==> src/rtl/lbp_pkg.sv <==
`timescale 1ns / 1ps
`default_nettype none

package lbp_pkg;

   // Fixed field and register widths.
   localparam int CFG_BITS       = 12;
   localparam int ROW_BITS       = 11;
   localparam int CODE_BITS      = 8;
   localparam int HEIGHT_MAX     = 2048;
   localparam int CSR_DATA_BITS  = 32;
   localparam int CSR_ADDR_BITS  = 3;

   // Register values after reset.
   localparam logic [CFG_BITS-1:0] WIDTH_RESET  = 12'd640;
   localparam logic [CFG_BITS-1:0] HEIGHT_RESET = 12'd480;

   // Result queue between the window stage and the output port.
   localparam int QUEUE_DEPTH    = 4;
   localparam int QUEUE_PTR_BITS = 2;
   localparam int QUEUE_CNT_BITS = 3;

   // Register index, taken from the word address.
   typedef enum logic [0:0] {
      CSR_FRAME_WIDTH  = 1'b0,
      CSR_FRAME_HEIGHT = 1'b1
   } csr_index_type;

   // Control of the word held between the front and the window stage.
   typedef struct packed {
      logic valid;
      logic has_code;
      logic frame_last;
   } stage_ctrl_type;

   // One entry of the result queue.
   typedef struct packed {
      logic [CODE_BITS-1:0] pattern_code;
      logic                 frame_last;
   } code_word_type;

endpackage

`default_nettype wire

==> src/rtl/lbp_code_if.sv <==
`timescale 1ns / 1ps
`default_nettype none

// Pattern code channel.
interface lbp_code_if;
   import lbp_pkg::*;

   logic                 valid;
   logic                 ready;
   logic [CODE_BITS-1:0] pattern_code;
   logic                 frame_last;

   modport source(output valid, output pattern_code, output frame_last, input ready);
   modport sink(input valid, input pattern_code, input frame_last, output ready);
endinterface

`default_nettype wire

==> src/rtl/lbp_code_queue.sv <==
`timescale 1ns / 1ps
`default_nettype none

module lbp_code_queue (
   input  logic                                clock,
   input  logic                                reset,
   input  logic                                push,
   input  lbp_pkg::code_word_type              push_word,
   output logic [lbp_pkg::QUEUE_CNT_BITS-1:0]  queue_count,
   lbp_code_if.source                          rsp_bus
);
   import lbp_pkg::*;

   code_word_type              entry_ff [QUEUE_DEPTH];
   logic [QUEUE_PTR_BITS-1:0]  wr_ptr_ff, wr_ptr_in;
   logic [QUEUE_PTR_BITS-1:0]  rd_ptr_ff, rd_ptr_in;
   logic [QUEUE_CNT_BITS-1:0]  count_ff, count_in;
   logic                       pop;

   assign pop = rsp_bus.valid && rsp_bus.ready;

   // Pointer and fill count update; the front never pushes into a full queue.
   always_comb begin
      wr_ptr_in = push ? wr_ptr_ff + QUEUE_PTR_BITS'(1) : wr_ptr_ff;
      rd_ptr_in = pop ? rd_ptr_ff + QUEUE_PTR_BITS'(1) : rd_ptr_ff;
      count_in  = count_ff + QUEUE_CNT_BITS'(push) - QUEUE_CNT_BITS'(pop);
   end

   always_ff @(posedge clock) begin
      if (reset) begin
         wr_ptr_ff <= '0;
         rd_ptr_ff <= '0;
         count_ff  <= '0;
      end else begin
         wr_ptr_ff <= wr_ptr_in;
         rd_ptr_ff <= rd_ptr_in;
         count_ff  <= count_in;
      end
   end

   always_ff @(posedge clock) begin
      if (push) begin
         entry_ff[wr_ptr_ff] <= push_word;
      end
   end

   // The head entry drives the output channel.
   assign rsp_bus.valid        = count_ff != '0;
   assign rsp_bus.pattern_code = entry_ff[rd_ptr_ff].pattern_code;
   assign rsp_bus.frame_last   = entry_ff[rd_ptr_ff].frame_last;
   assign queue_count          = count_ff;

endmodule

`default_nettype wire

==> src/flat_wrapper.sv <==
// flat-port wrapper written by rule: the top's interface ports become plain ports
module lbp_code_queue_flat import lbp_pkg::*;
  (clock, reset, push, push_word, queue_count, rsp_bus_valid, rsp_bus_pattern_code, rsp_bus_frame_last, rsp_bus_ready);
  lbp_code_if rsp_bus_i ();
  input  logic clock;
  input  logic reset;
  input  logic push;
  input  lbp_pkg::code_word_type push_word;
  output logic [lbp_pkg::QUEUE_CNT_BITS-1:0] queue_count;
  output wire logic [$bits(rsp_bus_i.valid)-1:0] rsp_bus_valid;
  output wire logic [$bits(rsp_bus_i.pattern_code)-1:0] rsp_bus_pattern_code;
  output wire logic [$bits(rsp_bus_i.frame_last)-1:0] rsp_bus_frame_last;
  input wire logic [$bits(rsp_bus_i.ready)-1:0] rsp_bus_ready;
  assign rsp_bus_valid = rsp_bus_i.valid;
  assign rsp_bus_pattern_code = rsp_bus_i.pattern_code;
  assign rsp_bus_frame_last = rsp_bus_i.frame_last;
  assign rsp_bus_i.ready = rsp_bus_ready;
  lbp_code_queue u_core (.clock(clock), .reset(reset), .push(push), .push_word(push_word), .queue_count(queue_count), .rsp_bus(rsp_bus_i));
endmodule
==> config.mk <==
export PLATFORM = sky130hd
export DESIGN_NAME = lbp_code_queue_flat
export DESIGN_NICKNAME = d
export VERILOG_FILES = /design/src/rtl/lbp_pkg.sv /design/src/rtl/lbp_code_if.sv /design/src/rtl/lbp_code_queue.sv /design/src/flat_wrapper.sv
export SDC_FILE = /design/constraint.sdc
export NUM_CORES = 1
export LEC_CHECK = 0
export BUFFER_PORTS_ARGS = -buffer_cell sky130_fd_sc_hd__buf_2
export CAP_MARGIN = 5
export CORE_MARGIN = 2
export CORE_UTILIZATION = 25
export DETAILED_ROUTE_END_ITERATION = 8
export SLEW_MARGIN = 20
export SYNTH_ARGS = -nofsm -noshare
export SYNTH_HDL_FRONTEND = slang
export SYNTH_SLANG_ARGS = --single-unit
==> constraint.sdc <==
create_clock -name clock -period 4.2 [get_ports clock]
set_input_delay 0.21 -clock clock [delete_from_list [all_inputs] [get_ports clock]]
set_output_delay 0.21 -clock clock [all_outputs]
set_load 0.02 [all_outputs]
==> impl_metrics.env <==
export IMPL_status="completed"
export IMPL_finalClockSkew_ns=0.00652
export IMPL_drtIter0Drc=69
export IMPL_initial_utilization=0.259
export IMPL_cts_tree="yes"
export IMPL_rsz0062_at_grt="false"
export IMPL_die_w_um=88.0
export IMPL_cts_buffers=5
export IMPL_core_area_um2=6790
export IMPL_ctsHtreeMaxLevel=2
export IMPL_cts_buffer_depth=2
export IMPL_dp_cells=210
export IMPL_path_cells="mux4_2 > buf_2"
export IMPL_critPathLaunchType="flop"
export IMPL_path_buf_inv=1
export IMPL_cts_hold_buf=0
export IMPL_post_cts_repair_setup_buffers=0
export IMPL_r2r_start="u_core.queue_count[1]"
export IMPL_drtAntennaViolNets=0
export IMPL_yosysSeqAreaShare=0.715
export IMPL_synth_cell_types=19
export IMPL_tightest_slew_ns=0.611
export IMPL_worstHoldStart="push_word[8]"
export IMPL_wire_per_inst_um=13.1
export IMPL_final_layout_size_suffix_gt1_frac=0.336
export IMPL_vias=858
export IMPL_rr_worst_depth=7
export IMPL_hold_slack_ns=0.132
export IMPL_synthArstFlopShare=0
export IMPL_dieArea_um2=7740
export IMPL_ir_drop_uv=269
export IMPL_grt_pass1_vias=944
export IMPL_endpoint_kind="output pin"
export IMPL_ctsResizeCount=0
export IMPL_diodes=0
export IMPL_synth_area_um2=1760
export IMPL_worstPathMaxFanout=9
export IMPL_via_per_inst=3.94
export IMPL_tns_ns=0
export IMPL_die_h_um=88.0
export IMPL_r2r_end="u_core.queue_count[2]"
export IMPL_drc_errors=0
export IMPL_gr_total_overflow=0
export IMPL_grt_max_degree=14
export IMPL_grtUsageTotal=0.0825
export IMPL_antenna_found_initial=0
export IMPL_r2r_slack_ns=2.26
export IMPL_synth_fp_nets=112
export IMPL_period_share=0.473
export IMPL_netlist_instances=92
export IMPL_area_delta_synth_final_pct=17.8
export IMPL_syn_avg_cell_area_um2=19.2
export IMPL_instances_no_fill=218
export IMPL_clkSinkCount=45
export IMPL_hp_class="primary input to flop"
export IMPL_drv_slew=0
export IMPL_synth_edf_count=36
export IMPL_power_leakage_nw=0.741
export IMPL_root_buffer="clkbuf_8"
export IMPL_synth_top_cell_area_share=0.613
export IMPL_drtPass1Iterations=4
export IMPL_final_nets=141
export IMPL_io_buffers=25
export IMPL_powerDensity_nw_per_um2=527
export IMPL_critPathTopFamily="flip-flops"
export IMPL_critPathMaxStageDelay_ns=0.71
export IMPL_clkLatencyLatePin_ns=0.29
export IMPL_finalHoldViolCount=0
export IMPL_required_ns=3.99
export IMPL_pin_count=26
export IMPL_crit_arrival_ns=1.78
export IMPL_yosys_area_top_type="edfxtp_1"
export IMPL_min_path_cells=1
export IMPL_hold_path_endpoint="u_core.entry_ff[3][8]"
export IMPL_fmax_mhz=503
export IMPL_critPathSlowestCell="dfxtp_1"
export IMPL_yosysWarningCount=0
export IMPL_gp_congestion=0.656
export IMPL_maxCapViolCount=0
export IMPL_ys_ff_latch=45
export IMPL_grt_pass1_wl_um=4610
export IMPL_routed_wirelength_um=2860
export IMPL_setup_viol=0
export IMPL_cts_clk_slew_worst_paths_ns=0.08
export IMPL_rows=30
export IMPL_slew_headroom=0.592
export IMPL_ys_top_cells_by_area="edfxtp_1, mux4_2, dfxtp_1"
export IMPL_period_minus_slack_ns=1.99
export IMPL_synthFlopType="edfxtp_1"
export IMPL_crit_type="flop to output pin"
export IMPL_dp_final_hpwl_um=1990
==> state kept, by name, summed over array words and instances (netlist names), named ones only <==
signal and cells:
u_core.entry_ff 36, u_core.queue_count 3, u_core.wr_ptr_ff 2, u_core.rd_ptr_ff 2
==> power by group <==
group	switching, W	leakage (nW)	internal, W
Clock	0.000131	0.0422	0.000117
Combinational	0.000139	0.294	0.000139
Sequential	0.0000457	0.405	0.000522
==> worst max path at each step <==
stage | from | to | slack, ns | cells after the start
floorplan | u_core.queue_count[1] | u_core.queue_count[2] | 2.27 | 7
global placement | u_core.queue_count[1] | u_core.queue_count[2] | 2.35 | 7
detailed placement | u_core.queue_count[1] | u_core.queue_count[2] | 2.27 | 7
CTS | flop | rsp_bus_pattern_code[4] | 2.14 | 2
global route | flop | rsp_bus_pattern_code[4] | 2.05 | 2
finish | flop | rsp_bus_pattern_code[4] | 2.21 | 2
==> placed cells by master, fill, tap and decap left out, types with 2 or more instances in the layout <==
master and instances:
ha_1 6, mux4_2 9, and2_1 4, edfxtp_1 36
mux2_1 2, clkbuf_1 2, dfxtp_1 9, nor2_1 5
clkbuf_8 5, inv_1 6, nor2b_1 4, buf_2 25
==> area by class of cell <==
| cell class | instances | area, µm² |
|---|---|---|
| clock inverter | 1 | 5.00 |
| clock buffer | 7 | 76.3 |
| fill | 677 | 4720 |
| tap | 96 | 120 |
| timing repair buffer | 25 | 125 |
| sequential | 45 | 1260 |
| inverter | 6 | 22.5 |
| multi-input combinational | 38 | 467 |
==> layer usage <==
metal	global-route usage	vias up	part of all wire
met5	0	-	0
met4	0.0252	0	0.013
met3	0.0386	7	0.074
met2	0.149	20	0.54
met1	0.0843	427	0.37
li1	-	404	-
==> synthesized netlist by cell type, drive strengths merged (2+ instances only) <==
cell     n
mux4     9
dfxtp    9
clkbuf   2
and2     4
inv      6
edfxtp  36
nor2b    4
ha       6
mux2     3
nor2     5
==> cells by family after synthesis <==
logic type      count (synthesis)  share of synthesized area
mux                            13                      0.140
buf+inv                         9                     0.0199
flops                          45                      0.715
compound gates                  2                    0.00994
fa+ha+maj                       7                     0.0539
xor+xnor                        2                     0.0185
simple gates                   14                     0.0426
==> metrics by stage <==
step	power (W)	cell area, µm²	util	setup slack [ns]
3_3_place_gp	0.000846	2000	0.294	2.35
6_report	0.00109	2080	0.306	2.21
5_1_grt	0.00117	2080	0.306	2.05
4_1_cts	0.00111	2080	0.306	2.14
2_1_floorplan	0.000774	1760	-	2.27
3_5_place_dp	0.000864	2000	0.294	2.27
(Power assumes the default switching activity.)
