<file path="src/rtl/lbp_pkg.sv">
`timescale 1ns / 1ps
`default_nettype none

package lbp_pkg;

   // Fixed field and register widths.
   localparam int CFG_BITS       = 12;
   localparam int ROW_BITS       = 11;
   localparam int CODE_BITS      = 8;
   localparam int HEIGHT_MAX     = 2048;
   localparam int CSR_DATA_BITS  = 32;
   localparam int CSR_ADDR_BITS  = 3;

   // Register values after reset.
   localparam logic [CFG_BITS-1:0] WIDTH_RESET  = 12'd640;
   localparam logic [CFG_BITS-1:0] HEIGHT_RESET = 12'd480;

   // Result queue between the window stage and the output port.
   localparam int QUEUE_DEPTH    = 4;
   localparam int QUEUE_PTR_BITS = 2;
   localparam int QUEUE_CNT_BITS = 3;

   // Register index, taken from the word address.
   typedef enum logic [0:0] {
      CSR_FRAME_WIDTH  = 1'b0,
      CSR_FRAME_HEIGHT = 1'b1
   } csr_index_type;

   // Control of the word held between the front and the window stage.
   typedef struct packed {
      logic valid;
      logic has_code;
      logic frame_last;
   } stage_ctrl_type;

   // One entry of the result queue.
   typedef struct packed {
      logic [CODE_BITS-1:0] pattern_code;
      logic                 frame_last;
   } code_word_type;

endpackage

`default_nettype wire

</file>
<file path="src/rtl/lbp_pixel_if.sv">
`timescale 1ns / 1ps
`default_nettype none

// Pixel stream channel.
interface lbp_pixel_if #(
   parameter int PIXEL_BITS = 8
);
   logic                  valid;
   logic                  ready;
   logic [PIXEL_BITS-1:0] pixel;
   logic                  frame_start;

   modport source(output valid, output pixel, output frame_start, input ready);
   modport sink(input valid, input pixel, input frame_start, output ready);
endinterface

`default_nettype wire

</file>
<file path="src/rtl/lbp_front.sv">
`timescale 1ns / 1ps
`default_nettype none

module lbp_front #(
   parameter int MAX_WIDTH  = 2048,
   parameter int PIXEL_BITS = 8,
   localparam int COL_BITS  = $clog2(MAX_WIDTH)
) (
   input  logic                                 clock,
   input  logic                                 reset,
   lbp_pixel_if.sink                            req_bus,
   input  logic [lbp_pkg::CFG_BITS-1:0]         frame_width,
   input  logic [lbp_pkg::CFG_BITS-1:0]         frame_height,
   input  logic [lbp_pkg::QUEUE_CNT_BITS-1:0]   queue_count,
   output logic                                 rd_en,
   output logic [COL_BITS-1:0]                  rd_addr,
   output lbp_pkg::stage_ctrl_type              s1_ctrl,
   output logic [PIXEL_BITS-1:0]                s1_pixel,
   output logic [COL_BITS-1:0]                  s1_addr
);
   import lbp_pkg::*;

   localparam int WCMP_BITS = (CFG_BITS > COL_BITS + 1) ? CFG_BITS : COL_BITS + 1;
   localparam int OCC_BITS  = QUEUE_CNT_BITS + 1;

   logic [WCMP_BITS-1:0] width_ext;
   logic [COL_BITS-1:0]  col_last;
   logic [ROW_BITS-1:0]  row_last;
   logic [COL_BITS-1:0]  col_ff, col_in, col_cur;
   logic [ROW_BITS-1:0]  row_ff, row_in, row_cur;
   logic                 accept;
   logic                 has_code;
   logic                 is_last;
   logic [OCC_BITS-1:0]  occupancy;
   stage_ctrl_type       ctrl_ff, ctrl_in;
   logic [PIXEL_BITS-1:0] pixel_ff;
   logic [COL_BITS-1:0]  addr_ff;

   // Last column and last row in use, with the registers saturated to their legal range.
   assign width_ext = WCMP_BITS'(frame_width);

   always_comb begin
      if (frame_width < CFG_BITS'(3)) begin
         col_last = COL_BITS'(2);
      end else if (width_ext > WCMP_BITS'(MAX_WIDTH)) begin
         col_last = COL_BITS'(MAX_WIDTH - 1);
      end else begin
         col_last = COL_BITS'(width_ext - WCMP_BITS'(1));
      end
   end

   always_comb begin
      if (frame_height < CFG_BITS'(3)) begin
         row_last = ROW_BITS'(2);
      end else if (frame_height > CFG_BITS'(HEIGHT_MAX)) begin
         row_last = ROW_BITS'(HEIGHT_MAX - 1);
      end else begin
         row_last = ROW_BITS'(frame_height - CFG_BITS'(1));
      end
   end

   // Accept only when the result queue has room for every word still in flight.
   assign occupancy = OCC_BITS'(queue_count) + OCC_BITS'(ctrl_ff.valid && ctrl_ff.has_code);
   assign req_bus.ready = occupancy < OCC_BITS'(QUEUE_DEPTH);
   assign accept = req_bus.valid && req_bus.ready;

   // Position of this pixel; a frame start restarts the raster at once.
   assign col_cur = req_bus.frame_start ? '0 : col_ff;
   assign row_cur = req_bus.frame_start ? '0 : row_ff;

   // Classify: interior pixels give a code, the last one of the frame is flagged.
   assign has_code = (row_cur >= ROW_BITS'(2)) && (col_cur >= COL_BITS'(2));
   assign is_last  = (row_cur >= row_last) && (col_cur >= col_last);

   always_comb begin
      col_in = col_ff;
      row_in = row_ff;
      if (accept) begin
         if (col_cur >= col_last) begin
            col_in = '0;
            row_in = (row_cur >= row_last) ? '0 : row_cur + ROW_BITS'(1);
         end else begin
            col_in = col_cur + COL_BITS'(1);
            row_in = row_cur;
         end
      end
   end

   always_comb begin
      ctrl_in.valid      = accept;
      ctrl_in.has_code   = has_code;
      ctrl_in.frame_last = is_last;
   end

   // Counters and stage control.
   always_ff @(posedge clock) begin
      if (reset) begin
         col_ff  <= '0;
         row_ff  <= '0;
         ctrl_ff <= '0;
      end else begin
         col_ff  <= col_in;
         row_ff  <= row_in;
         ctrl_ff <= ctrl_in;
      end
   end

   // Stage payload.
   always_ff @(posedge clock) begin
      if (accept) begin
         pixel_ff <= req_bus.pixel;
         addr_ff  <= col_cur;
      end
   end

   // The line store is read for the accepted column in the same cycle.
   assign rd_en    = accept;
   assign rd_addr  = col_cur;
   assign s1_ctrl  = ctrl_ff;
   assign s1_pixel = pixel_ff;
   assign s1_addr  = addr_ff;

endmodule

`default_nettype wire

</file>
<file path="src/flat_wrapper.sv">
// flat-port wrapper written by rule: the top's interface ports become plain ports
module lbp_front_flat import lbp_pkg::*;
#(
   parameter int MAX_WIDTH  = 2048,
   parameter int PIXEL_BITS = 8,
   localparam int COL_BITS  = $clog2(MAX_WIDTH)
)
  (clock, reset, frame_width, frame_height, queue_count, rd_en, rd_addr, s1_ctrl, s1_pixel, s1_addr, req_bus_valid, req_bus_pixel, req_bus_frame_start, req_bus_ready);
  lbp_pixel_if #(.PIXEL_BITS(PIXEL_BITS)) req_bus_i ();
  input  logic clock;
  input  logic reset;
  input  logic [lbp_pkg::CFG_BITS-1:0] frame_width;
  input  logic [lbp_pkg::CFG_BITS-1:0] frame_height;
  input  logic [lbp_pkg::QUEUE_CNT_BITS-1:0] queue_count;
  output logic rd_en;
  output logic [COL_BITS-1:0] rd_addr;
  output lbp_pkg::stage_ctrl_type s1_ctrl;
  output logic [PIXEL_BITS-1:0] s1_pixel;
  output logic [COL_BITS-1:0] s1_addr;
  input wire logic [$bits(req_bus_i.valid)-1:0] req_bus_valid;
  input wire logic [$bits(req_bus_i.pixel)-1:0] req_bus_pixel;
  input wire logic [$bits(req_bus_i.frame_start)-1:0] req_bus_frame_start;
  output wire logic [$bits(req_bus_i.ready)-1:0] req_bus_ready;
  assign req_bus_i.valid = req_bus_valid;
  assign req_bus_i.pixel = req_bus_pixel;
  assign req_bus_i.frame_start = req_bus_frame_start;
  assign req_bus_ready = req_bus_i.ready;
  lbp_front #(.MAX_WIDTH(MAX_WIDTH), .PIXEL_BITS(PIXEL_BITS)) u_core (.clock(clock), .reset(reset), .req_bus(req_bus_i), .frame_width(frame_width), .frame_height(frame_height), .queue_count(queue_count), .rd_en(rd_en), .rd_addr(rd_addr), .s1_ctrl(s1_ctrl), .s1_pixel(s1_pixel), .s1_addr(s1_addr));
endmodule
</file>
<file path="config.mk">
export PLATFORM = sky130hd
export DESIGN_NAME = lbp_front_flat
export DESIGN_NICKNAME = d
export VERILOG_FILES = /design/src/rtl/lbp_pkg.sv /design/src/rtl/lbp_pixel_if.sv /design/src/rtl/lbp_front.sv /design/src/flat_wrapper.sv
export SDC_FILE = /design/constraint.sdc
export NUM_CORES = 1
export LEC_CHECK = 0
export BUFFER_PORTS_ARGS = -buffer_cell sky130_fd_sc_hd__buf_2
export CAP_MARGIN = 10
export CORE_AREA = 2 2 80 82
export CTS_CLUSTER_DIAMETER = 120
export DETAILED_ROUTE_END_ITERATION = 8
export DIE_AREA = 0 0 82 84
export PLACE_DENSITY = 0.75
export SETUP_SLACK_MARGIN = 0.4
export SLEW_MARGIN = 30
export SYNTH_ARGS = -nofsm -noshare
export SYNTH_HDL_FRONTEND = slang
export SYNTH_SLANG_ARGS = --single-unit
</file>
<file path="constraint.sdc">
create_clock -name clock -period 10.5 [get_ports clock]
set_clock_uncertainty 0.15 [all_clocks]
set_input_delay 1.05 -clock clock [delete_from_list [all_inputs] [get_ports clock]]
set_output_delay 1.05 -clock clock [all_outputs]
set_load 0.01 [all_outputs]
</file>
==> impl_metrics.env <==
export IMPL_yosysTopAreaCellShare=0.1793
export IMPL_critical_path_top_delay_family="compound AO/OA/AOI/OAI gates"
export IMPL_crit_cells=13
export IMPL_synth_net_count=435
export IMPL_largest_net_degree_at_the_start_of_global_routing=43
export IMPL_cts_clk_slew_worst_paths_ns=0.08
export IMPL_met2RoutedLength_um=3483
export IMPL_grt_first_pass_wirelength_um=12460
export IMPL_crit_path_cell_trace="buf_2 > or4_1 > nor3b_1 > a21boi_0 > o21ai_0 > ha_1 > a21oi_1 > o22ai_1 > a2111oi_4 > a21oi_1 > buf_4 > or4b_1 > a31oi_1"
export IMPL_crit_path_start_kind="primary input"
export IMPL_clock_tree_from_tritoncts="done"
export IMPL_total_leakage_power_nw=1.656
export IMPL_grt_antenna_before_repair=0
export IMPL_post_dp_hpwl_um=5658
export IMPL_report_final_slew_viol_count=0
export IMPL_post_layout_nets=504
export IMPL_synthDistinctLibCells=58
export IMPL_fraction_of_the_yosys_area_taken_by_sequential_cells=0.3366
export IMPL_crit_path_max_fanout=17
export IMPL_routedWlPerCell_um=14.46
export IMPL_ys_ff_latch=44
export IMPL_timing_rr_start="u_core.col_ff[4]$_SDFFE_PP0P_"
export IMPL_routed_wl_um=7388
export IMPL_fmax_ghz=0.2213
export IMPL_synth_flop_type="dfxtp_1"
export IMPL_synth_edf_count=19
export IMPL_count_of_vias_placed_by_the_detailed_router=2991
export IMPL_cts_sinks=44
export IMPL_cts_buffers_inserted=5
export IMPL_routed_via_density=5.853
export IMPL_syn_area_um2=3182
export IMPL_cap_violations=0
export IMPL_hp_class="register to register"
export IMPL_run_status="complete, no violations"
export IMPL_top_layer="met4"
export IMPL_number_of_global_route_vias_before_repair=2720
export IMPL_global_placer_s_final_weighted_congestion=0.8013
export IMPL_wl_met1_um=3165
export IMPL_ant_nets=0
export IMPL_timing_critical_path_from="frame_width[8]"
export IMPL_clock_insertion_delay_worst_skew_ns=0.29
export IMPL_yosys_top_cells_area="edfxtp_1, dfxtp_1, ha_1, xor2_1, o21ai_0"
export IMPL_crit_type="primary input to register"
export IMPL_p_per_area_nw_per_um2=95.15
export IMPL_post_cts_hold_buffer_count=0
export IMPL_clock_tree_buffer_depth=2
export IMPL_timing_critical_path_buf_inv=2
export IMPL_std_cell_rows=29
export IMPL_dp_worst_setup_slack_ns=5.667
export IMPL_slew_limit_headroom=0.4201
export IMPL_layout_area_overhead_vs_synth_pct=16.71
export IMPL_final_setup_viol_count=0
export IMPL_synth_largest_area_cell="edfxtp_1"
export IMPL_syn_mean_instance_area_um2=8.741
export IMPL_grt_total_usage=0.2227
export IMPL_totalNegativeSetupSlack_ns=0
export IMPL_layout_drive_gt1_share=0.2051
export IMPL_dr_wl_met3_um=673
export IMPL_placeableCoreArea_um2=6096
export IMPL_critPathArrivalTime_ns=4.58
export IMPL_cts_resized=0
export IMPL_largest_vdd_supply_drop_v=0.00005818
export IMPL_insertedDiodeCount=0
export IMPL_crit_path_frequent_cell="a21oi_1"
export IMPL_die_y_um=84
export IMPL_initialDrtViolationCount=265
export IMPL_timing_worst_slew_pin_value_ns=0.8620
export IMPL_cp_slowest_cell="or4_1"
export IMPL_period_needed_ns=4.518
export IMPL_drc_errors=0
export IMPL_final_core_util=0.6092
export IMPL_timing_reg2reg_setup_slack_ns=7.36
export IMPL_unrepaired_setup_endpoints_after_global_routing="no"
export IMPL_synthesis_yosys_warnings=0
export IMPL_first_pass_iters=4
export IMPL_design_portCount=74
export IMPL_final_setup_worst_slack_ns=5.982
export IMPL_dieArea_um2=6888
export IMPL_initial_util=0.5220
export IMPL_horizontal_extent_of_the_die_um=82
export IMPL_worstPathRequired_ns=10.57
export IMPL_timing_reg2reg_worst_path_depth=9
export IMPL_critPathCapture="u_core.col_ff[7]$_SDFFE_PP0P_"
export IMPL_n_fill_cell=554
export IMPL_final_hold_viol_count=0
export IMPL_fin_area_um2=3714
export IMPL_globalRoute_totalOverflow=0
export IMPL_io_buffers=73
export IMPL_postPlaceCellArea_um2=3606
export IMPL_synthCells=364
export IMPL_cts_repair_timing_setup_buffer_count=0
export IMPL_async_flop_share=0
export IMPL_h_tree_depth=2
export IMPL_r2r_end="u_core.col_ff[7]$_SDFFE_PP0P_"
export IMPL_clockRootBuffer="clkbuf_8"
export IMPL_post_synth_top_cells="ha_1, nor2_1, nand2_1"
export IMPL_fin_crit_sh=0.4303
export IMPL_worstSetupEndpointType="register"
export IMPL_cp_slowest_stage_delay_ns=0.55
-- kinds of logic after synthesis --
kind of cell    share of synthesized area
compound gates                     0.1958
fa+ha+maj                          0.1258
buf+inv                           0.03775
simple gates                       0.2407
flops                              0.3366
xor+xnor                          0.06331
-- worst min path at each step --
stage,startpoint,to,slack [ns],depth (start not counted)
final,u_core.col_ff[9]$_SDFFE_PP0P_,u_core.col_ff[9]$_SDFFE_PP0P_,0.32,2
after detailed placement,u_core.col_ff[9]$_SDFFE_PP0P_,u_core.col_ff[9]$_SDFFE_PP0P_,0.31,2
after global routing,u_core.col_ff[9]$_SDFFE_PP0P_,u_core.col_ff[9]$_SDFFE_PP0P_,0.35,2
after CTS,u_core.col_ff[9]$_SDFFE_PP0P_,u_core.col_ff[9]$_SDFFE_PP0P_,0.32,2
after floorplan,u_core.col_ff[10]$_SDFFE_PP0P_,u_core.col_ff[10]$_SDFFE_PP0P_,0.29,2
after global placement,u_core.col_ff[9]$_SDFFE_PP0P_,u_core.col_ff[9]$_SDFFE_PP0P_,0.30,2
-- state kept, by name, summed over array words and instances, names as in the netlist --
signal and count:
u_core.col_ff 11, u_core.row_ff 11, u_core.s1_addr 11, u_core.s1_ctrl 3
u_core.s1_pixel 8
-- cell type report --
| type | count | area, um^2 | area share |
|---|---|---|---|
| multi-input cells | 290 | 1991 | 0.5361 |
| flip-flops and latches | 44 | 1071 | 0.2884 |
| repair buffers | 76 | 387.9 | 0.1044 |
| clock inverters | 2 | 35.03 | 0.009434 |
| clock buffers | 6 | 72.57 | 0.01954 |
| inverters | 16 | 60.06 | 0.01617 |
| well taps | 77 | 96.34 | 0.02594 |
-- per-layer routing --
metal | up-vias | global-route usage
met5 | - | 0
met4 | 0 | 0.05455
met3 | 7 | 0.02814
met1 | 1342 | 0.3155
met2 | 147 | 0.3562
li1 | 1495 | -
-- cell usage in the layout, fill, tap and decap left out, drive strengths merged, types with 3 or more instances in the layout --
cell type | synthesis | final
xor2 | 14 | 14
or4 | 6 | 6
ha | 32 | 32
xnor2 | 9 | 9
o21ai | 24 | 24
dfxtp | 25 | 25
edfxtp | 19 | 19
nand3 | 10 | 10
nand4b | 3 | 3
nor4 | 7 | 7
a21oi | 22 | 22
nand4 | 7 | 7
nor2b | 17 | 17
clkbuf | 12 | 6
a21boi | 3 | 3
buf | 2 | 76
o21a | 5 | 5
nor3 | 10 | 10
nand2b | 3 | 3
and4 | 3 | 3
nor2 | 32 | 32
inv | 16 | 16
or3 | 4 | 4
a41o | 3 | 3
a31oi | 7 | 7
nand2 | 31 | 31
a32o | 3 | 3
-- worst min-delay path, cell delays in order, from the launching register on --
cell and delay (ns):
dfxtp_1 0.33, nand2_1 0.06, a21oi_1 0.05
-- metrics by stage --
step	hold WS (ns)	total power, W	std cells
2_1_floorplan	0.2903	0.0002127	364
3_3_place_gp	0.3023	0.0002308	503
3_5_place_dp	0.3113	0.0002321	503
4_1_cts	0.3218	0.0003557	511
5_1_grt	0.3544	0.0003693	511
6_report	0.3248	0.0003533	511
-- power by group --
group	internal [W]	switching, W
sequential	0.000182	0.00000104
combinational	0.0000180	0.0000271
clock	0.0000706	0.0000548
(Power assumes the default switching activity.)
