File: src/rtl/lbp_pkg.sv
`timescale 1ns / 1ps
`default_nettype none

package lbp_pkg;

   // Fixed field and register widths.
   localparam int CFG_BITS       = 12;
   localparam int ROW_BITS       = 11;
   localparam int CODE_BITS      = 8;
   localparam int HEIGHT_MAX     = 2048;
   localparam int CSR_DATA_BITS  = 32;
   localparam int CSR_ADDR_BITS  = 3;

   // Register values after reset.
   localparam logic [CFG_BITS-1:0] WIDTH_RESET  = 12'd640;
   localparam logic [CFG_BITS-1:0] HEIGHT_RESET = 12'd480;

   // Result queue between the window stage and the output port.
   localparam int QUEUE_DEPTH    = 4;
   localparam int QUEUE_PTR_BITS = 2;
   localparam int QUEUE_CNT_BITS = 3;

   // Register index, taken from the word address.
   typedef enum logic [0:0] {
      CSR_FRAME_WIDTH  = 1'b0,
      CSR_FRAME_HEIGHT = 1'b1
   } csr_index_type;

   // Control of the word held between the front and the window stage.
   typedef struct packed {
      logic valid;
      logic has_code;
      logic frame_last;
   } stage_ctrl_type;

   // One entry of the result queue.
   typedef struct packed {
      logic [CODE_BITS-1:0] pattern_code;
      logic                 frame_last;
   } code_word_type;

endpackage

`default_nettype wire

File: src/rtl/lbp_back.sv
`timescale 1ns / 1ps
`default_nettype none

module lbp_back #(
   parameter int PIXEL_BITS = 8
) (
   input  logic                      clock,
   input  logic                      reset,
   input  lbp_pkg::stage_ctrl_type   s1_ctrl,
   input  logic [PIXEL_BITS-1:0]     s1_pixel,
   input  logic [2*PIXEL_BITS-1:0]   rd_data,
   output logic                      wr_en,
   output logic [2*PIXEL_BITS-1:0]   wr_data,
   output logic                      push,
   output lbp_pkg::code_word_type    push_word
);
   import lbp_pkg::*;

   logic [PIXEL_BITS-1:0] win_ff [6];
   logic [PIXEL_BITS-1:0] top_right;
   logic [PIXEL_BITS-1:0] mid_right;
   logic [PIXEL_BITS-1:0] centre;

   // Right column of the window comes from the line store and the new pixel.
   assign top_right = rd_data[2*PIXEL_BITS-1:PIXEL_BITS];
   assign mid_right = rd_data[PIXEL_BITS-1:0];
   assign centre    = win_ff[4];

   // Shift the window one column left for every word.
   always_ff @(posedge clock) begin
      if (reset) begin
         for (int i = 0; i < 6; i++) begin
            win_ff[i] <= '0;
         end
      end else if (s1_ctrl.valid) begin
         win_ff[0] <= win_ff[3];
         win_ff[1] <= win_ff[4];
         win_ff[2] <= win_ff[5];
         win_ff[3] <= top_right;
         win_ff[4] <= mid_right;
         win_ff[5] <= s1_pixel;
      end
   end

   // Rows move up by one in the line store.
   assign wr_en   = s1_ctrl.valid;
   assign wr_data = {mid_right, s1_pixel};

   // Eight comparisons, clockwise from the top-left neighbor.
   always_comb begin
      push_word.pattern_code[7] = win_ff[0] > centre;
      push_word.pattern_code[6] = win_ff[3] > centre;
      push_word.pattern_code[5] = top_right > centre;
      push_word.pattern_code[4] = mid_right > centre;
      push_word.pattern_code[3] = s1_pixel > centre;
      push_word.pattern_code[2] = win_ff[5] > centre;
      push_word.pattern_code[1] = win_ff[2] > centre;
      push_word.pattern_code[0] = win_ff[1] > centre;
      push_word.frame_last      = s1_ctrl.frame_last;
   end

   assign push = s1_ctrl.valid && s1_ctrl.has_code;

endmodule

`default_nettype wire

File: config.mk
export PLATFORM = sky130hd
export DESIGN_NAME = lbp_back
export DESIGN_NICKNAME = d
export VERILOG_FILES = /design/src/rtl/lbp_pkg.sv /design/src/rtl/lbp_back.sv
export SDC_FILE = /design/constraint.sdc
export NUM_CORES = 1
export LEC_CHECK = 0
export BUFFER_PORTS_ARGS = -buffer_cell sky130_fd_sc_hd__buf_4
export CORE_AREA = 2 2 78 80
export CTS_BUF_LIST = sky130_fd_sc_hd__clkbuf_8
export DETAILED_ROUTE_END_ITERATION = 7
export DIE_AREA = 0 0 80 82
export GPL_TIMING_DRIVEN = 0
export PLACE_DENSITY_LB_ADDON = 0.3
export SLEW_MARGIN = 15
export SYNTH_ARGS = -nofsm -noshare
export SYNTH_HDL_FRONTEND = slang
export SYNTH_SLANG_ARGS = --single-unit
File: constraint.sdc
create_clock -name clock -period 2.55 [get_ports clock]
set_clock_uncertainty 0.2 [all_clocks]
set_input_delay 0.3825 -clock clock [delete_from_list [all_inputs] [get_ports clock]]
set_output_delay 0.3825 -clock clock [all_outputs]
set_load 0.01 [all_outputs]
==> metrics.md, run 1 <==
| Metric | Value |
|---|---|
| Status | finished with violations |
| Violated checks | setup timing |
| Count leader, synth | ha_1 |
| Rel. slew slack | 34.0% |
| Iteration-0 DRC Markers | about 130 |
| Area contributors post-synth | edfxtp_1 43%, ha_1 24%, and2_1 9.2%, a21oi_1 4.8%, buf_4 4.1% |
| Vias per inst | about 5.3 |
| DR vias | 2,343 |
| Drt total wl | approximately 7000 um |
| Worst VDD drop | 0.000285 V |
| Hold slack | roughly 0.17 ns |
| Crit path setup slack, layout | -0.0639 ns |
| TritonCTS clock tree | done |
| Mapped Area | 3310 sq um |
| Port bufs | 54 |
| Unrepaired setup endpoints after global routing | true |
| Area grow syn2layout | 29.0% |
| First-pass GRT wire length | 9700 um |
| Final Max Slew Viols | 0 |
| Met3 Usage GRT | approximately 1.8% |
| Antenna Nets Post-Route | 0 |
| Clock tree buffer depth | 2 |
| Grt met2 use | between 30 and 40% |
| Number of hold violations in the final report | 0 |
| Total gr overflow | 0 |
| Hold Path Class | in2reg |
| Final core occ | 74.4% |
| Grt met1 use | 26.6% |
| Biggest register | win_ff |
| Layout cells sized above 1 | 34.0% |
| Total GRT Usage | 20.1% |
| CP Cell Sequence | clkinvlp_4 -> buf_12 -> ha_4 -> nor2b_4 -> o211ai_1 -> a21oi_1 -> o22a_1 -> buf_6 |
| Commonest cells post-synth | 64 x ha_1, 49 x and2_1, 48 x edfxtp_1 |
| Seq/Total Area, Yosys | 43.5% |
| Drc violations | 0 |
| Antenna violations before repair | 0 |
| Starting density of the core | 57.7% |
| Flops & latches, synth | 48 |
| Fin crit period | between 2 and 3 ns |
| Largest net degree at the start of global routing | 49 |
| CP Capture Type | output pin |
| Gate Count Post-Synth | 289 |
| Crit share post-route | 103% |
| Vias in the first global route | around 2,000 |
| N_diodes | 0 |
| Worst skew pair latency | approximately 0.30 ns |
| Max reg flops | 48 |
| Worst slack, placed | approximately 0.2 ns |
| Chip width | around 80 um |
| CP arrival | 2.03 ns |
| CTS sink count | 48 |
| Required @ worst endpoint | approximately 2.0 ns |
| CP bufs+invs | 3 |
| Core area | 5750 sq um |
| I/O Pins | between 50 and 60 |
| YS warnings | 0 |
| Top FF cell, synth | edfxtp_1 |
| Largest delay share family, worst path | compound AO/OA/AOI/OAI gates |
| Pre-antenna DRT Iters | 5 |
| Post-synth EDFFs | 48 |
| RePlAce Congestion | 0.751 |
| Pwr dens | about 470 nW/um^2 |
| WL per Instance | 16.0 um |
| # H-tree levels | 2 |
| CTS clk-pin slew, worst paths | 0.08 ns |
| Slowest cell on crit path | edfxtp_1 |
| Syn_area_per_cell | 11.5 sq um |
| Yosys cell types | 16 |
| Fmax | 383 MHz |
| GR peak layer | met2 |
| Final setup violation count | 3 |
| Num CTS Buffers | 5 |
| CP Max Fanout | 6 |
| LEAKAGE | about 1.8 nW |
| Largest stage delay, worst path | about 0.41 ns |
| Yosys top cell area share | between 40% and 50% |
| Std-Cell Rows | 28 |
| Flop-to-flop setup slack | approximately 1.4 ns |
| DPL Wire Length | 4530 um |
| Area leader, netlist | edfxtp_1 |
| Die height | slightly above 80 um |
| Worst slew pin tran | 0.990 ns |
| Kind of critical path | reg2out |
| Critical path launch point type | register |
| Max cap viols | 0 |
| Die ar. | approximately 6600 sq um |
| Clock Tree Root | clkbuf_8 |
| Synth async-reset ratio | 0% |
| Mapped Nets | 382 |
| Largest registers | win_ff: 48 flops |
| Layout net count | 457 |
timing repair:
action | CTS | global route
setup endpoints to repair | 8 | 8
pin swaps | 0 | 12
cloned | 0 | 0
hold buffers | 0 | 0
gates resized for setup | 3 | 27
setup buffers | 5 | 9
worst register-to-register path: cells and delay by family, from the launching register on:
kind          cells  cell delay [ns]
buf+inv           1             0.19
flops             1             0.39
simple gates      1             0.15
final timing paths:
| path | startpoint | depth (start not counted) | to |
|---|---|---|---|
| hold / removal | rd_data[8] | 2 | win_ff[0][24] |
| setup / recovery | win_ff[0][33] | 8 | push_word[7] |
| hold reg to reg | win_ff[0][40] | 1 | win_ff[0][16] |
| setup reg to reg | win_ff[0][32] | 2 | win_ff[0][8] |
layout make-up:
type / count / area [sq um]
Clock inverter: 3 / 11.3
Fill cell: 367 / 1470
Clock buffer: 5 / 68.8
Tap cell: 75 / 93.8
Inverter: 15 / 78.8
Timing Repair Buffer: 68 / 564
Sequential cell: 48 / 1440
Buffer: 23 / 179
Multi-Input combinational cell: 203 / 1840
metal layers:
| layer | vias to the layer above | routed length (um) |
|---|---|---|
| li1 | 1209 | - |
| met1 | 1047 | 3010 |
| met2 | 68 | 3550 |
| met3 | 19 | 271 |
| met4 | 0 | 197 |
| met5 | - | 0 |
cell families (layout without fill, tap and decap cells):
group,Yosys count,count (layout),share of synthesized area (%)
AO/OA/AOI/OAI,56,56,9.97
adder cells (fa/ha/maj),64,64,24.2
flip-flops,48,48,43.5
buffers and inverters,38,114,7.10
AND/OR/NAND/NOR,83,83,15.3
through the flow:
stage	area (sq um)	cells	setup TNS, ns	total power [W]
detailed placement	3810	418	0	0.00151
global route	4280	440	-0.569	0.00213
CTS	3960	431	0	0.00191
finish	4280	440	-0.107	0.00202
global placement	3810	418	0	0.00148
floorplan	3310	289	0	0.00131
cells in the final DEF, fill, tap and decap left out:
| cell type | n |
|---|---|
| nor2b_4 | 2 |
| o21ai_1 | 2 |
| buf_4 | 81 |
| buf_12 | 4 |
| nand4_1 | 16 |
| nand2_1 | 8 |
| edfxtp_1 | 48 |
| o22a_1 | 8 |
| clkinvlp_4 | 6 |
| o211ai_1 | 8 |
| a21oi_1 | 28 |
| and2_1 | 49 |
| clkbuf_8 | 5 |
| o21ai_0 | 6 |
| clkinv_1 | 1 |
| or2_2 | 1 |
| nor2b_1 | 6 |
| inv_1 | 11 |
| ha_1 | 50 |
| nor2b_2 | 1 |
| clkbuf_2 | 2 |
| buf_6 | 4 |
| a21oi_2 | 4 |
| ha_4 | 14 |
report_power, final:
group,leakage [nW],internal [W],switching (W)
Sequential,0.524,0.000933,0.0000353
Combinational,1.27,0.000335,0.000314
Clock,0.0482,0.000183,0.000223
No activity file was read; power rests on OpenSTA's default activity.
==> run 2: changes to the inputs <==
--- a/config.mk
+++ b/config.mk
@@ -11,7 +11,8 @@
 export DETAILED_ROUTE_END_ITERATION = 7
 export DIE_AREA = 0 0 80 82
 export GPL_TIMING_DRIVEN = 0
-export PLACE_DENSITY_LB_ADDON = 0.3
+export PLACE_DENSITY_LB_ADDON = 0.15
+export RECOVER_POWER = 100
 export SLEW_MARGIN = 15
 export SYNTH_ARGS = -nofsm -noshare
 export SYNTH_HDL_FRONTEND = slang
==> constraint.sdc (replaced) <==
create_clock -name clock -period 2.8 [get_ports clock]
set_clock_uncertainty 0.2 [all_clocks]
set_input_delay 0.42 -clock clock [delete_from_list [all_inputs] [get_ports clock]]
set_output_delay 0.42 -clock clock [all_outputs]
set_load 0.01 [all_outputs]
==> run 2 against run 1 <==
The run ends with capacitance limit, slew limit left. Setup slack better by 0.13 ns. Sequential cell count unchanged. Total power shrank 16%. Combinational power is 29% lower. First-iteration DRC count rose by 29%. Sequential share of layout area is 4.4 points higher. Via count decreased by 4.4%. Largest cell class unchanged. Highest routed layer unchanged.
==> metrics.md, run 2 (synthesis results as in run 1) <==
| Metric | Value |
|---|---|
| Status | finished with violations |
| Violated checks | capacitance limit, slew limit |
| WL per Instance | 15.2 um |
| Most common cell after layout, fill and taps aside | ha_1 |
| Die ar. | about 6600 sq um |
| Biggest register | win_ff |
| Rel. slew slack | -26.7% |
| Combinational power share | 26.9% |
| DR vias | 2,241 |
| Max reg flops | 48 |
| Largest stage delay, worst path | ~0.40 ns |
| Switch Pwr | between 0.0004 and 0.0005 W |
| Unrepaired setup endpoints after global routing | true |
| Starting density of the core | a little under 60% |
| LEAKAGE | 1.63 nW |
| Drc violations | 0 |
| Iteration-0 DRC Markers | 161 |
| Final cell area excluding filler cells | 3790 sq um |
| Share of power burned in registers | 51.5% |
| I/O Pins | 56 |
| Vias in the first global route | 2,195 |
| Kind of critical path | reg2out |
| Layout net count | ~440 |
| Most frequent cells in the layout | 64 x ha_1, 49 x buf_4, 48 x edfxtp_1, 34 x and2_0, 32 x a21oi_1 |
| First-pass GRT wire length | between 10,000 and 15,000 um |
| CP Cell Sequence | clkinvlp_4 -> ha_1 -> nor2b_1 -> o211ai_1 -> a21oi_1 -> o22a_1 -> buf_4 |
| Multi-input combinational cell area | about 1600 sq um |
| TritonCTS clock tree | done |
| Fin crit period | 2.74 ns |
| Sequential cell area | 1440 sq um |
| Largest net degree at the start of global routing | 49 |
| Core area | 5750 sq um |
| Top Metal Used | met4 |
| Antenna Nets Post-Route | 0 |
| DPL Wire Length | 4730 um |
| Hold Buf Count CTS | 0 |
| Number of hold violations in the final report | 0 |
| N_diodes | 0 |
| Max cap viols | 1 |
| CTS sink count | 48 |
| Sw Share | 28.0% |
| Pwr dens | about 450 nW/um^2 |
| Worst slew pin tran | 1.90 ns |
| Hold Path Class | in2reg |
| Area grow syn2layout | 14.2% |
| Worst VDD drop | 0.000186 V |
| Antenna violations before repair | 0 |
| Final Max Slew Viols | 49 |
| Port bufs | 54 |
| RePlAce Congestion | roughly 0.75 |
| Final setup violation count | 0 |
| Slowest cell on crit path | ha_1 |
| CP Max Fanout | 8 |
| Internal power | around 0.0012 W |
| Crit share post-route | a little over nine tenths |
| Fmax | 365 MHz |
| Pre-antenna DRT Iters | 4 |
| Clk pwr share | 21.6% |
| Setup bufs post-CTS | 0 |
| Std-Cell Rows | 28 |
| Clock Tree Root | clkbuf_8 |
| Layout cells sized above 1 | 16.2% |
| Required @ worst endpoint | 2.18 ns |
| Worst skew pair latency | ~0.29 ns |
| CP Capture Type | output pin |
| Met2 WL | between 3000 and 4000 um |
| Num CTS Buffers | 5 |
| Hold slack | 0.215 ns |
| Drt total wl | 6470 um |
| Die height | roughly 82 um |
| Fill cells | 477 |
| Total GRT Usage | 21.1% |
| Metal1 wirelength | 2890 um |
| Critical path launch point type | register |
| Chip width | 80 um |
| Largest registers | win_ff: 48 flops |
| Total gr overflow | 0 |
| Vias per inst | 5.26 |
| Clock tree buffer depth | 2 |
| # H-tree levels | 2 |
| CP arrival | 2.12 ns |
| Placed cell areas | ~3800 sq um |
| WL met3 | about 270 um |
| CTS clk-pin slew, worst paths | 0.07 ns |
==> run 2: cell count changes in the layout (fill, tap and decap cells not counted), sizes merged <==
cell      change
buf          -40
clkbuf       +26
clkinvlp      -5
inv           +5
==> run 2: repair_timing <==
item                                   4_1_cts  5_1_grt
gates resized for setup                      0        1
endpoints found under the hold margin        0        0
setup endpoints to repair                    0        6
==> run 2: layout make-up <==
cell class	instances	share of cell area, %
clock buffer	5	1.82
sequential	48	38.1
inverter	15	1.59
tap	75	2.48
multi-input combinational	203	43.1
buffer	23	4.06
timing repair buffer	54	8.63
clock inverter	3	0.297
==> run 2: per-layer routing <==
| layer | track usage, % | up-vias |
|---|---|---|
| met5 | 0 | - |
| met4 | 8.98 | 0 |
| met3 | 2.53 | 13 |
| met2 | 36.2 | 59 |
| met1 | 27.1 | 1000 |
| li1 | - | 1169 |
==> run 2: path summary, 6_finish.rpt <==
path                 startpoint             to  slack (ns)  cells after the start
setup reg to reg  win_ff[0][32]   win_ff[0][8]        1.45                      1
setup / recovery  win_ff[0][33]   push_word[7]        0.06                      7
hold reg to reg   win_ff[0][38]  win_ff[0][14]        0.36                      1
hold / removal       rd_data[8]  win_ff[0][24]        0.22                      2
==> run 2: critical path: cells and delay by family, from the launching register on <==
kind,cells,cell delay [ns]
flops,1,0.39
simple gates,1,0.15
buf+inv,2,0.43
compound gates,3,0.45
fa+ha+maj,1,0.40
==> run 2: metrics by stage <==
step | setup TNS, ns | instances | utilization (%) | power (W) | setup slack (ns)
final | 0 | 426 | 65.9 | 0.00171 | 0.0629
after detailed placement | 0 | 418 | 66.4 | 0.00137 | 0.405
after global routing | -0.121 | 426 | 65.9 | 0.00181 | -0.0479
after floorplan | 0 | 289 | - | 0.00119 | 0.840
after global placement | 0 | 418 | 66.4 | 0.00135 | 0.415
after CTS | 0 | 426 | 67.8 | 0.00174 | 0.0301
==> run 2: power by group through the flow <==
stage | clock network (W) | logic, W | registers, W
detailed placement | 0 | 0.000483 | 0.000892
global route | 0.000404 | 0.000527 | 0.000883
finish | 0.000369 | 0.000460 | 0.000879
CTS | 0.000373 | 0.000487 | 0.000876
floorplan | 0 | 0.000311 | 0.000880
global placement | 0 | 0.000465 | 0.000889
